==> src/hw/rtl/opcp_pkg.sv <==
`timescale 1ns / 1ps
`default_nettype none
package opcp_pkg;

    // Default spill buffer depth (columns per run)
    localparam int MaxColumnsDefault = 16;

    // Bus bytes
    localparam logic [7:0] CTRL_CMD   = 8'h00;
    localparam logic [7:0] CTRL_DATA  = 8'h40;
    localparam logic [7:0] CMD_PAGE   = 8'hB0;
    localparam logic [7:0] CMD_COL_HI = 8'h10;
    localparam logic [7:0] COL_MOD    = 8'd127;
    localparam logic [7:0] COL_MOD2   = 8'd254;

    // Microprogram step addresses
    localparam logic [2:0] PC_POS0 = 3'd0;
    localparam logic [2:0] PC_POS1 = 3'd1;
    localparam logic [2:0] PC_POS2 = 3'd2;
    localparam logic [2:0] PC_POS3 = 3'd3;
    localparam logic [2:0] PC_POS4 = 3'd4;
    localparam logic [2:0] PC_DATA = 3'd5;
    localparam logic [2:0] PC_SRD  = 3'd6;
    localparam logic [2:0] PC_SEM  = 3'd7;

    // Output byte source
    typedef enum logic [2:0] {
        SEL_CMD,
        SEL_PAGE,
        SEL_COLLO,
        SEL_COLHI,
        SEL_DAT_CTL,
        SEL_DATA,
        SEL_SPILL
    } t_sel;

    // Jump kind at the end of a step
    typedef enum logic [1:0] {
        J_NEXT,
        J_PHASE,
        J_TAIL,
        J_LOOP
    } t_jmp;

    // One control word
    typedef struct packed {
        logic emit;
        logic gate;   // emission suppressed when the column is dropped
        logic start;
        t_sel sel;
        t_jmp jmp;
    } t_cw;

    // Datapath status seen by the sequencer
    typedef struct packed {
        logic drop;
        logic last;
        logic shift_nz;
        logic more;
    } t_stat;

    // Sequencer controls handed to the datapath
    typedef struct packed {
        logic busy;
        logic emit;
        logic start;
        t_sel sel;
        logic second;
        logic finish;
    } t_ctrl;

    // Microprogram
    function automatic t_cw ucode(input logic [2:0] pc);
        t_cw cw;
        unique case (pc)
            PC_POS0: cw = '{emit: 1'b1, gate: 1'b0, start: 1'b1, sel: SEL_CMD,     jmp: J_NEXT};
            PC_POS1: cw = '{emit: 1'b1, gate: 1'b0, start: 1'b0, sel: SEL_PAGE,    jmp: J_NEXT};
            PC_POS2: cw = '{emit: 1'b1, gate: 1'b0, start: 1'b0, sel: SEL_COLLO,   jmp: J_NEXT};
            PC_POS3: cw = '{emit: 1'b1, gate: 1'b0, start: 1'b0, sel: SEL_COLHI,   jmp: J_NEXT};
            PC_POS4: cw = '{emit: 1'b1, gate: 1'b0, start: 1'b1, sel: SEL_DAT_CTL, jmp: J_PHASE};
            PC_DATA: cw = '{emit: 1'b1, gate: 1'b1, start: 1'b0, sel: SEL_DATA,    jmp: J_TAIL};
            PC_SRD:  cw = '{emit: 1'b0, gate: 1'b0, start: 1'b0, sel: SEL_SPILL,   jmp: J_NEXT};
            PC_SEM:  cw = '{emit: 1'b1, gate: 1'b0, start: 1'b0, sel: SEL_SPILL,   jmp: J_LOOP};
            default: cw = '{emit: 1'b0, gate: 1'b0, start: 1'b0, sel: SEL_CMD,     jmp: J_NEXT};
        endcase
        return cw;
    endfunction

endpackage
`default_nettype wire

==> src/hw/rtl/opcp_in_if.sv <==
`timescale 1ns / 1ps
`default_nettype none
interface opcp_in_if;
    logic       valid;
    logic       ready;
    logic [7:0] col_x;
    logic [7:0] row_y;
    logic [7:0] column_byte;
    logic       last_column;

    modport source (output valid, col_x, row_y, column_byte, last_column, input ready);
    modport sink   (input valid, col_x, row_y, column_byte, last_column, output ready);
endinterface
`default_nettype wire

==> src/hw/rtl/opcp_out_if.sv <==
`timescale 1ns / 1ps
`default_nettype none
interface opcp_out_if;
    logic       valid;
    logic       ready;
    logic [7:0] out_byte;
    logic       transfer_start;
    logic       last_result;
    logic       overflow;

    modport source (output valid, out_byte, transfer_start, last_result, overflow, input ready);
    modport sink   (input valid, out_byte, transfer_start, last_result, overflow, output ready);
endinterface
`default_nettype wire

==> src/hw/rtl/oled_page_column_placer.sv <==
// A beat is taken only while the sequencer is idle; it then runs one
// microprogram step per cycle, stalled while the output register holds an
// untaken byte. A run-opening column emits the command transfer, data
// control and data byte, a middle column its data byte; a last column with
// nonzero shift adds a second transfer and its buffered spill bytes.
// Reset: synchronous active-low clears run state and output valid.
`timescale 1ns / 1ps
`default_nettype none
module oled_page_column_placer #(
    parameter int MAX_COLUMNS = opcp_pkg::MaxColumnsDefault
) (
    input  wire         i_clk,
    input  wire         i_rst_n,
    opcp_in_if.sink     i_in,
    opcp_out_if.source  o_out
);
    import opcp_pkg::*;

    localparam int CW = $clog2(MAX_COLUMNS + 1);
    localparam int IW = (MAX_COLUMNS > 1) ? $clog2(MAX_COLUMNS) : 1;

    t_ctrl          w_ctrl;
    t_stat          w_stat;
    logic           w_accept;
    logic           w_adv;

    // Run state
    logic           r_in_run;
    logic [2:0]     r_page;
    logic [2:0]     r_shift;
    logic [6:0]     r_col;
    logic [CW-1:0]  r_count;
    logic           r_ovf;

    // Per-item state
    logic           r_drop;
    logic           r_last;
    logic           r_flag;
    logic [7:0]     r_data;
    logic [7:0]     r_spill;
    logic [IW-1:0]  r_idx;
    logic [7:0]     r_rd;

    // Output register
    logic           r_out_valid;
    logic [7:0]     r_out_byte;
    logic           r_out_start;
    logic           r_out_last;
    logic           r_out_ovf;

    logic [7:0]     mem [MAX_COLUMNS];

    // Accept-time arithmetic
    logic [2:0]     w_shift;
    logic [15:0]    w_wide;
    logic [7:0]     w_colx;
    logic           w_keep;
    logic [7:0]     w_byte;
    logic [2:0]     w_page;

    assign w_accept = i_in.valid && i_in.ready;
    assign i_in.ready = i_rst_n && !w_ctrl.busy;
    assign w_adv = w_ctrl.busy && (!r_out_valid || o_out.ready);

    assign w_shift = r_in_run ? r_shift : i_in.row_y[2:0];
    assign w_wide  = {8'h00, i_in.column_byte} << w_shift;
    assign w_keep  = !r_in_run || (r_count < CW'(MAX_COLUMNS));

    // Column mod 127 over an 8-bit value
    always_comb begin
        priority if (i_in.col_x >= COL_MOD2) begin
            w_colx = i_in.col_x - COL_MOD2;
        end else if (i_in.col_x >= COL_MOD) begin
            w_colx = i_in.col_x - COL_MOD;
        end else begin
            w_colx = i_in.col_x;
        end
    end

    assign w_stat.drop     = r_drop;
    assign w_stat.last     = r_last;
    assign w_stat.shift_nz = (r_shift != 3'd0);
    assign w_stat.more     = (CW'(r_idx) + CW'(1)) < r_count;

    opcp_seq u_seq (
        .i_clk    (i_clk),
        .i_rst_n  (i_rst_n),
        .i_start  (w_accept),
        .i_in_run (r_in_run),
        .i_adv    (w_adv),
        .i_stat   (w_stat),
        .o_ctrl   (w_ctrl)
    );

    // Run state and per-item latches
    always_ff @(posedge i_clk) begin
        if (!i_rst_n) begin
            r_in_run <= 1'b0;
            r_page   <= 3'd0;
            r_shift  <= 3'd0;
            r_col    <= 7'd0;
            r_count  <= '0;
            r_ovf    <= 1'b0;
            r_drop   <= 1'b0;
            r_last   <= 1'b0;
            r_flag   <= 1'b0;
        end else if (w_accept) begin
            r_drop <= !w_keep;
            r_last <= i_in.last_column;
            if (!r_in_run) begin
                r_in_run <= 1'b1;
                r_page   <= i_in.row_y[5:3];
                r_shift  <= i_in.row_y[2:0];
                r_col    <= w_colx[6:0];
                r_count  <= '0;
                r_ovf    <= 1'b0;
                r_flag   <= 1'b0;
            end else begin
                r_ovf  <= r_ovf || !w_keep;
                r_flag <= r_ovf || !w_keep;
            end
        end else if (w_adv) begin
            if (w_ctrl.finish && r_last) begin
                r_in_run <= 1'b0;
                r_count  <= '0;
                r_ovf    <= 1'b0;
            end else if (w_ctrl.emit && w_ctrl.sel == SEL_DATA) begin
                r_count <= r_count + CW'(1);
            end
        end
    end

    // Payload latches and spill index
    always_ff @(posedge i_clk) begin
        if (w_accept) begin
            r_data  <= w_wide[7:0];
            r_spill <= w_wide[15:8];
            r_idx   <= '0;
        end else if (w_adv && w_ctrl.emit && w_ctrl.sel == SEL_SPILL) begin
            r_idx <= r_idx + IW'(1);
        end
    end

    // Spill buffer: written on a kept column with nonzero shift, read ahead of each spill byte
    always_ff @(posedge i_clk) begin
        if (w_adv && w_ctrl.emit && w_ctrl.sel == SEL_DATA && r_shift != 3'd0) begin
            mem[r_count[IW-1:0]] <= r_spill;
        end
        if (w_adv && !w_ctrl.emit && w_ctrl.sel == SEL_SPILL) begin
            r_rd <= mem[r_idx];
        end
    end

    // Byte select
    assign w_page = w_ctrl.second ? (r_page + 3'd1) : r_page;
    always_comb begin
        unique case (w_ctrl.sel)
            SEL_CMD:     w_byte = CTRL_CMD;
            SEL_PAGE:    w_byte = CMD_PAGE + {5'd0, w_page};
            SEL_COLLO:   w_byte = {4'h0, r_col[3:0]};
            SEL_COLHI:   w_byte = CMD_COL_HI + {5'd0, r_col[6:4]};
            SEL_DAT_CTL: w_byte = CTRL_DATA;
            SEL_DATA:    w_byte = r_data;
            SEL_SPILL:   w_byte = r_rd;
            default:     w_byte = CTRL_CMD;
        endcase
    end

    // Output register
    always_ff @(posedge i_clk) begin
        if (!i_rst_n) begin
            r_out_valid <= 1'b0;
        end else if (w_adv && w_ctrl.emit) begin
            r_out_valid <= 1'b1;
        end else if (o_out.ready) begin
            r_out_valid <= 1'b0;
        end
    end

    always_ff @(posedge i_clk) begin
        if (w_adv && w_ctrl.emit) begin
            r_out_byte  <= w_byte;
            r_out_start <= w_ctrl.start;
            r_out_last  <= w_ctrl.finish;
            r_out_ovf   <= r_flag;
        end
    end

    assign o_out.valid          = r_out_valid;
    assign o_out.out_byte       = r_out_byte;
    assign o_out.transfer_start = r_out_start;
    assign o_out.last_result    = r_out_last;
    assign o_out.overflow       = r_out_ovf;

    // Checks
    a_count_bound: assert property (@(posedge i_clk) disable iff (!i_rst_n)
        r_count <= CW'(MAX_COLUMNS))
        else $error("spill count beyond buffer depth");

    a_accept_busy: assert property (@(posedge i_clk) disable iff (!i_rst_n)
        w_accept |=> w_ctrl.busy)
        else $error("sequencer idle after beat taken");

    a_first_kept: assert property (@(posedge i_clk) disable iff (!i_rst_n)
        (w_accept && !r_in_run) |=> !r_drop)
        else $error("run-opening column dropped");

    a_idle_clean: assert property (@(posedge i_clk) disable iff (!i_rst_n)
        !r_in_run |-> (r_count == '0 && !r_ovf))
        else $error("run state left over outside a run");

endmodule
`default_nettype wire

==> src/hw/rtl/opcp_seq.sv <==
`timescale 1ns / 1ps
`default_nettype none
module opcp_seq (
    input  wire              i_clk,
    input  wire              i_rst_n,
    input  wire              i_start,
    input  wire              i_in_run,
    input  wire              i_adv,
    input  opcp_pkg::t_stat  i_stat,
    output opcp_pkg::t_ctrl  o_ctrl
);
    import opcp_pkg::*;

    logic [2:0] r_pc;
    logic [2:0] n_pc;
    logic       r_second;
    logic       n_second;
    logic       r_busy;
    logic       w_finish;
    t_cw        w_cw;

    assign w_cw = ucode(r_pc);

    // Jump resolution
    always_comb begin
        n_pc     = r_pc + 3'd1;
        n_second = r_second;
        w_finish = 1'b0;
        unique case (w_cw.jmp)
            J_NEXT: begin
                n_pc = r_pc + 3'd1;
            end
            J_PHASE: begin
                n_pc = r_second ? PC_SRD : PC_DATA;
            end
            J_TAIL: begin
                if (i_stat.last && i_stat.shift_nz) begin
                    n_pc     = PC_POS0;
                    n_second = 1'b1;
                end else begin
                    w_finish = 1'b1;
                end
            end
            J_LOOP: begin
                if (i_stat.more) begin
                    n_pc = PC_SRD;
                end else begin
                    w_finish = 1'b1;
                end
            end
            default: begin
                w_finish = 1'b1;
            end
        endcase
    end

    // Step counter and phase
    always_ff @(posedge i_clk) begin
        if (!i_rst_n) begin
            r_pc     <= PC_POS0;
            r_second <= 1'b0;
            r_busy   <= 1'b0;
        end else if (i_start) begin
            r_pc     <= i_in_run ? PC_DATA : PC_POS0;
            r_second <= 1'b0;
            r_busy   <= 1'b1;
        end else if (i_adv) begin
            r_pc     <= n_pc;
            r_second <= n_second;
            r_busy   <= !w_finish;
        end
    end

    assign o_ctrl.busy   = r_busy;
    assign o_ctrl.emit   = w_cw.emit && !(w_cw.gate && i_stat.drop);
    assign o_ctrl.start  = w_cw.start;
    assign o_ctrl.sel    = w_cw.sel;
    assign o_ctrl.second = r_second;
    assign o_ctrl.finish = w_finish;

endmodule
`default_nettype wire

==> src/flat_wrapper.sv <==
// flat-port wrapper written by rule: the top's interface ports become plain ports
module oled_page_column_placer_flat import opcp_pkg::*;
#(
    parameter int MAX_COLUMNS = opcp_pkg::MaxColumnsDefault
)
  (i_clk, i_rst_n, i_in_valid, i_in_col_x, i_in_row_y, i_in_column_byte, i_in_last_column, i_in_ready, o_out_valid, o_out_out_byte, o_out_transfer_start, o_out_last_result, o_out_overflow, o_out_ready);
  opcp_in_if i_in_i ();
  opcp_out_if o_out_i ();
  input  wire i_clk;
  input  wire i_rst_n;
  input wire logic [$bits(i_in_i.valid)-1:0] i_in_valid;
  input wire logic [$bits(i_in_i.col_x)-1:0] i_in_col_x;
  input wire logic [$bits(i_in_i.row_y)-1:0] i_in_row_y;
  input wire logic [$bits(i_in_i.column_byte)-1:0] i_in_column_byte;
  input wire logic [$bits(i_in_i.last_column)-1:0] i_in_last_column;
  output wire logic [$bits(i_in_i.ready)-1:0] i_in_ready;
  output wire logic [$bits(o_out_i.valid)-1:0] o_out_valid;
  output wire logic [$bits(o_out_i.out_byte)-1:0] o_out_out_byte;
  output wire logic [$bits(o_out_i.transfer_start)-1:0] o_out_transfer_start;
  output wire logic [$bits(o_out_i.last_result)-1:0] o_out_last_result;
  output wire logic [$bits(o_out_i.overflow)-1:0] o_out_overflow;
  input wire logic [$bits(o_out_i.ready)-1:0] o_out_ready;
  assign i_in_i.valid = i_in_valid;
  assign i_in_i.col_x = i_in_col_x;
  assign i_in_i.row_y = i_in_row_y;
  assign i_in_i.column_byte = i_in_column_byte;
  assign i_in_i.last_column = i_in_last_column;
  assign i_in_ready = i_in_i.ready;
  assign o_out_valid = o_out_i.valid;
  assign o_out_out_byte = o_out_i.out_byte;
  assign o_out_transfer_start = o_out_i.transfer_start;
  assign o_out_last_result = o_out_i.last_result;
  assign o_out_overflow = o_out_i.overflow;
  assign o_out_i.ready = o_out_ready;
  oled_page_column_placer #(.MAX_COLUMNS(MAX_COLUMNS)) u_core (.i_clk(i_clk), .i_rst_n(i_rst_n), .i_in(i_in_i), .o_out(o_out_i));
endmodule
==> config.mk <==
export PLATFORM = sky130hd
export DESIGN_NAME = oled_page_column_placer_flat
export DESIGN_NICKNAME = d
export VERILOG_FILES = /design/src/hw/rtl/opcp_pkg.sv /design/src/hw/rtl/opcp_in_if.sv /design/src/hw/rtl/opcp_out_if.sv /design/src/hw/rtl/oled_page_column_placer.sv /design/src/hw/rtl/opcp_seq.sv /design/src/flat_wrapper.sv
export SDC_FILE = /design/constraint.sdc
export NUM_CORES = 1
export LEC_CHECK = 0
export ABC_AREA = 1
export BUFFER_PORTS_ARGS = -buffer_cell sky130_fd_sc_hd__buf_4
export CORE_AREA = 8 8 130 162
export DETAILED_ROUTE_END_ITERATION = 12
export DIE_AREA = 0 0 138 170
export MAX_ROUTING_LAYER = met4
export PLACE_DENSITY = 0.63
export SYNTH_ARGS = -nofsm -noshare
export SYNTH_HDL_FRONTEND = slang
export SYNTH_SLANG_ARGS = --single-unit
==> constraint.sdc <==
create_clock -name i_clk -period 2.68 [get_ports i_clk]
set_input_delay 0.268 -clock i_clk [delete_from_list [all_inputs] [get_ports i_clk]]
set_output_delay 0.268 -clock i_clk [all_outputs]
set_load 0.01 [all_outputs]
== Yosys cells after proc, flatten, opt, wreduce, memory -nomap -nowiden ==
Memories as Yosys holds them, arrays and structs flattened. A register that Yosys moved wholly into a read port is not among the register bits.
Index checks and enable logic that the tools add are counted.
Cells by class
  add/sub/neg operators: 9
  eq/ne operators: 10
  shifts and indexed selects: 1
  bitwise logic cells: 2
  reductions and logical operators: 35
  mux-type cells: 33
  magnitude comparators: 4
Operators by type and width (number)
  case mux 8 bit (6 select lines): 1
  two-way mux 3 bit: 9
  two-way mux 5 bit: 5
  left shift 8 x 3 -> 16 bit: 1
  logical AND 1 bit: 14
  two-way mux 7 bit: 2
  subtractor 7 bit, second input constant: 2
  two-way mux 1 bit: 13
  case mux 3 bit (4 select lines): 1
  == test 3 bit, second input constant: 3
  adder 8 x 3 -> 8 bit, first input constant: 1
  >= comparator 8 x 7 -> 1 bit, second input constant: 1
  >= comparator 8 bit, second input constant: 1
  logical NOT 1 bit: 7
  adder 3 x 1 -> 3 bit, second input constant: 2
  adder 5 x 3 -> 6 bit, first input constant: 1
  == test 3 x 2 -> 1 bit, second input constant: 2
  AND reduction 3 bit: 2
  nonzero test 2 bit: 3
  nonzero test 3 bit: 2
  adder 4 x 1 -> 5 bit, second input constant: 1
  adder 5 x 1 -> 5 bit, second input constant: 1
  less-than comparator 5 bit: 1
  less-than comparator 5 bit, second input constant: 1
  12 further kinds: 17
Word-level totals
  memory bits (read-only): 64
  bits in registers: 60
  memories: 2
  output and inout port bits: 13
  word-level logic and storage cells: 116
  RAM bits: 128
  bits of input ports: 29
Memories
  u_core.mem: depth 16, width 8, read ports 1, clocked after memory_dff 1, wr ports 1, line oled_page_column_placer.sv:51  | logic [7:0] mem [MAX_COLUMNS];
  (name not given): depth 8, width 8, read ports 1, clocked after memory_dff 1, wr ports 0, line opcp_pkg.sv:75  | unique case (pc)

== Depth between registers and ports, before layout ==
  depth in word-level cells: 8
  depth in mapped cells: 18
  gate-level depth less buffers: 17

== By module ==
A second synthesis with hierarchy kept.
Second synthesis, totals
  cells, all modules: 833
  area total of the unflattened synthesis: 8409.3 µm²
By module, submodules not included
  oled_page_column_placer: cells an instance 740, sequential area each 4914.7 µm², area each 7726.2 µm², instances 1
  opcp_seq: cells an instance 93, sequential area each 260.2 µm², area each 683.2 µm², instances 1

== Least setup slack after synthesis ==
OpenSTA, ideal clock, no wires.
  path type: register to register
  from: register u_core.u_seq.r_busy
  to: memory u_core.mem[11][0] (enable)
  cell stages (with the launch flop): 5
  path buffers: 0
  required time: 2.300 ns
  clock period less this slack: 2.437 ns
  slack: 0.243 ns
  setup time: 0.380 ns
  arrival: 2.056 ns
  path through: dfxtp_1 > nand2_1 > nor2_1 > nand3_1 > nor3_1
On the way
  cells in the longest elaborated chain, start to end: 6
RTL lines
  from (decl): line opcp_seq.sv:18  | logic r_busy;
  from (signal assigned): line opcp_seq.sv:70  | r_busy <= !w_finish;
  logical AND 1 bit: line oled_page_column_placer.sv:63  | assign w_adv = w_ctrl.busy && (!r_out_valid || o_out.ready);
  logical AND 1 bit (3 in series): line oled_page_column_placer.sv:146  | if (w_adv && w_ctrl.emit && w_ctrl.sel == SEL_DATA && r_shift != 3'd0) begin
  two-way mux 1 bit: line oled_page_column_placer.sv:146
  two-way mux 1 bit (implied by the code): line oled_page_column_placer.sv:147  | mem[r_count[IW-1:0]] <= r_spill;
  to (decl): line oled_page_column_placer.sv:51
Every way passes these cells.

== Worst setup path after layout ==
  from: register u_core.r_idx[1]
  to: register, netlist name u_core.u_seq.w_cw[0]
On the way
  cells in the longest elaborated chain, start to end: 8
RTL lines
  from (decl): line oled_page_column_placer.sv:41  | logic [IW-1:0] r_idx;
  from (signal assigned): line oled_page_column_placer.sv:140  | r_idx <= r_idx + IW'(1);
  adder 4 x 1 -> 5 bit: line oled_page_column_placer.sv:83  | assign w_stat.more = (CW'(r_idx) + CW'(1)) < r_count;
  less-than comparator 5 bit: line oled_page_column_placer.sv:83
  two-way mux 3 bit: line opcp_seq.sv:45  | if (i_stat.more) begin
  case mux 3 bit (4 select lines): line opcp_seq.sv:29  | unique case (w_cw.jmp)
  two-way mux 3 bit: line opcp_seq.sv:67  | end else if (i_adv) begin
  two-way mux 3 bit: line opcp_seq.sv:63  | end else if (i_start) begin
  two-way mux 3 bit (no line) (2 in series)
Every way passes these cells. The select of a mux whose other input is x is not followed.
A chain may end at the register's enable or synchronous reset.

==> summary.txt <==
Run status
  • Status: finished clean

Synthesis
  • Top-area cell type share of the netlist area: between 50% and 60%
  • Total nets after synthesis: 803
  • Number of warnings printed during yosys synthesis: 0
  • Count of different cell masters after synthesis: 40
  • Number of enable flip-flop cells after synthesis: between 100 and 150
  • Leading area contributor after synthesis: sky130_fd_sc_hd__edfxtp_1
  • Post-synth ARST share: 0%
  • Sequential fraction of the synthesis area: 63.3%
  • Leading cell types by total area after synthesis: sky130_fd_sc_hd__edfxtp_1, sky130_fd_sc_hd__dfxtp_1, sky130_fd_sc_hd__nand2_1, sky130_fd_sc_hd__nor2_1, sky130_fd_sc_hd__o21ai_0
  • Mapped cell area: ~8200 um2
  • Syn Inst Count: approximately 760
  • Most common flop cell mapped by yosys: sky130_fd_sc_hd__edfxtp_1
  • Register bit count reported by yosys: 186
  • Synthesized area per cell: around 11 um2

GRT
  • Pin count of the biggest net entering global routing: 57
  • Global-route wire length before repair: slightly below 30000 um
  • Number of global-route vias before repair: between 5000 and 6000
  • Global-route congestion overflow total: 0
  • Global router's overall resource usage: around 16%
  • Number of antenna violations at the first check in global routing: 0

Route
  • Post-detailed-route count of antenna-violating nets: 0
  • DRC: 0
  • Total number of vias: 5717
  • Per-cell via count in the routed design: 5.37
  • Mean routed wirelength per cell: 17.3 um
  • DRC violation total after the first TritonRoute iteration: between 400 and 500
  • Total routed wirelength: between 15000 and 20000 um
  • Number of detailed-routing iterations run before antenna repair: 5

Setup path
  • Master of the slowest instance on the critical path: sky130_fd_sc_hd__dfxtp_1
  • Maximum cell stage delay along the critical path: ~0.44 ns
  • Class of the most critical setup path: reg2reg
  • Required time of the critical path: about 3 ns
  • Count of buffering cells on the critical path with inverters included: 1
  • Critical Path Most Common Cell: sky130_fd_sc_hd__nand2_1
  • Startpoint type of the worst setup path: flip-flop
  • Critical path capture point type: flip-flop
  • Worst EP arrival: 2.76 ns
  • Largest delay contributor family on the critical path: adder cells
  • Biggest fanout along the worst timing path: 5
  • Critical-path cell list: ha_1 -> xor2_1 -> ha_1 -> nand2_1 -> nand2_1 -> nand2_1 -> nand3_1 -> nand2_1 -> nand3_1 -> nand2_1 -> nand2_1 -> nand2_1 -> a21oi_1 -> ha_1 -> inv_1 -> nor2_1

Cells and area
  • Design Area, Final: around 9500 um2
  • Layout cells sized above 1: around 14%
  • Antenna Cells: 0
  • Utilization after layout: 51.3%
  • Relative area change from synthesis to final layout: 16.0%
  • Most common cell after layout, fill and taps aside: sky130_fd_sc_hd__edfxtp_1
  • Count of nets after finishing: 863
  • Most used cells in the layout excluding fill and tap cells: sky130_fd_sc_hd__edfxtp_1, sky130_fd_sc_hd__nand2_1, sky130_fd_sc_hd__nor2_1

Clocking
  • Clock transition at the register clock pins on the worst setup and hold paths after CTS: 0.06 ns
  • Hold_buf cts: 0
  • Clock tree from TritonCTS: done
  • Total of cells resized after clock tree synthesis: 0
  • Clk_lat worst skew: approximately 0.43 ns
  • Htree depth: 4
  • Post-CTS setup buffers: 0
  • Clk Tree Root Cell: sky130_fd_sc_hd__clkbuf_16
  • TritonCTS Buffers: 17
  • Clock tree buffer depth: 2
  • Sink count of the clock tree: roughly 190

Power
  • Psw: between 0.001 and 0.0015 W
  • Switching portion of total power: 23.0%
  • Int Pwr: approximately 0.005 W
  • Leakage power: around 3.6 nW
  • Combinational fraction of design power: under 10%
  • Clock share of power: 40.5%
  • Power density relative to cell area: between 600 and 700 nW/um2
  • Sequential group share of total power: about half
  • Peak supply drop: 0.434 mV

Place
  • Area after detailed placement: 8870 um2
  • RePlAce Congestion: roughly 0.87
  • Hpwl dp: 13000 um
  • Buffers on Ports: 39

Timing
  • Rel. slew slack: ~55%
  • Min Clock Period, post-route: approximately 2.4 ns
  • Transition at the pin with the smallest max-transition slack: between 0.6 and 0.7 ns
  • Final hold violations: 0
  • Worst setup skew after layout: 0.00824 ns
  • Final count of negative-setup-slack endpoints: 0
  • Max Transition Viols Final: 0
  • RSZ-0062 raised after global routing: false
  • Peak clock frequency supported by timing: ~400 MHz
  • Post-route clock period utilization: around nine tenths
  • Final sum of negative setup slack: 0 ns

Die
  • IO Pins: 42
  • Overall die height: 170 um
  • Std-Cell Rows: 56
  • Core region area: 18500 um2
  • Die Area: 23500 um2
  • Chip width: 138 um
  • Initial core utilization: between 40 and 50%

Hold path
  • Class of the tightest hold or removal check: in2reg

Job
  • Number of max-cap violations: 0
## final timing paths
path | start | slack, ns | cells past startpoint | endpoint
worst min-delay path | i_in_last_column | 0.05 | 3 | u_core.r_last$_SDFFE_PN0P_
worst max-delay path | u_core.r_idx[1]$_SDFFE_PP0P_ | 0.24 | 16 | u_core.u_seq.w_cw[0]$_SDFF_PP0_
worst min register to register | u_core.u_seq.w_cw[5]$_SDFF_PP0_ | 0.42 | 0 | u_core.o_out.transfer_start$_DFFE_PP_
worst max register to register | u_core.r_idx[1]$_SDFFE_PP0P_ | 0.24 | 16 | u_core.u_seq.w_cw[0]$_SDFF_PP0_
## per-layer routing
| metal | vias to the layer above | part of all wire, % | track usage, % |
|---|---|---|---|
| li1 | 2814 | - | - |
| met1 | 2740 | 41 | 17.6 |
| met2 | 125 | 52 | 28.3 |
| met3 | 38 | 3.3 | 2.98 |
| met4 | 0 | 3.8 | 8.90 |
| met5 | - | 0 | - |
## sequential cells by signal, summed over array words and instances (netlist names), 4 cells and up
name                   count
u_core.r_count             5
u_core.r_data              8
u_core.r_rd                7
u_core.u_seq.w_cw          8
u_core.mem               112
u_core.r_spill             7
u_core.o_out.out_byte      8
u_core.r_col               7
u_core.r_idx               4
## Yosys cell counts, types with 10 or more instances
library cell               count
sky130_fd_sc_hd__inv_1        56
sky130_fd_sc_hd__o221ai_1     21
sky130_fd_sc_hd__o21ai_1      13
sky130_fd_sc_hd__edfxtp_1    145
sky130_fd_sc_hd__o21ai_0      58
sky130_fd_sc_hd__nand3_1      36
sky130_fd_sc_hd__nor3_1       12
sky130_fd_sc_hd__dfxtp_1      41
sky130_fd_sc_hd__nand2_1     124
sky130_fd_sc_hd__clkbuf_1     17
sky130_fd_sc_hd__a21oi_1      20
sky130_fd_sc_hd__mux2i_1      25
sky130_fd_sc_hd__o211ai_1     10
sky130_fd_sc_hd__nor2_1       96
sky130_fd_sc_hd__ha_1         15
## cell families after synthesis
kind of cell	after synthesis	synth area share (%)
buffers and inverters	95	4.59
AND/OR/NAND/NOR	283	14.5
AO/OA/AOI/OAI	146	11.3
multiplexers	25	3.06
adder cells (fa/ha/maj)	15	2.30
flip-flops	186	63.3
XOR/XNOR	9	0.964
## stage by stage
stage          total power (W)  hold WS, ns  cells  setup WS [ns]
2_1_floorplan          0.00369        0.379    759          0.243
3_3_place_gp           0.00389        0.403   1032          0.372
3_5_place_dp           0.00391        0.395   1032          0.280
4_1_cts                0.00651       0.0304   1064          0.263
5_1_grt                0.00669       0.0316   1064        0.00979
6_report               0.00646       0.0470   1064          0.239
## final cells by class
class / instances / area (um2)
clock buffers: 17 / 425
well taps: 232 / 290
multi-input cells: 478 / 2630
clock inverters: 15 / 194
repair buffers: 69 / 518
fillers: 1682 / 9010
inverters: 67 / 256
flip-flops and latches: 186 / 5180
## worst register-to-register path: stages (launching register included)
cell	delay (ns)
sky130_fd_sc_hd__dfxtp_1	0.44
sky130_fd_sc_hd__ha_1	0.23
sky130_fd_sc_hd__xor2_1	0.23
sky130_fd_sc_hd__ha_1	0.28
sky130_fd_sc_hd__nand2_1	0.07
sky130_fd_sc_hd__nand2_1	0.04
sky130_fd_sc_hd__nand2_1	0.05
sky130_fd_sc_hd__nand3_1	0.11
sky130_fd_sc_hd__nand2_1	0.14
sky130_fd_sc_hd__nand3_1	0.09
sky130_fd_sc_hd__nand2_1	0.06
sky130_fd_sc_hd__nand2_1	0.04
sky130_fd_sc_hd__nand2_1	0.11
sky130_fd_sc_hd__a21oi_1	0.08
sky130_fd_sc_hd__ha_1	0.27
sky130_fd_sc_hd__inv_1	0.05
sky130_fd_sc_hd__nor2_1	0.04
## power by group through the flow
stage               Combinational, W  Clock [W]  Sequential (W)
CTS                         0.000542    0.00266         0.00330
floorplan                   0.000354          0         0.00334
detailed placement          0.000539          0         0.00337
finish                      0.000537    0.00262         0.00330
global route                0.000608    0.00277         0.00331
global placement            0.000530          0         0.00336
(Power assumes the default switching activity.)
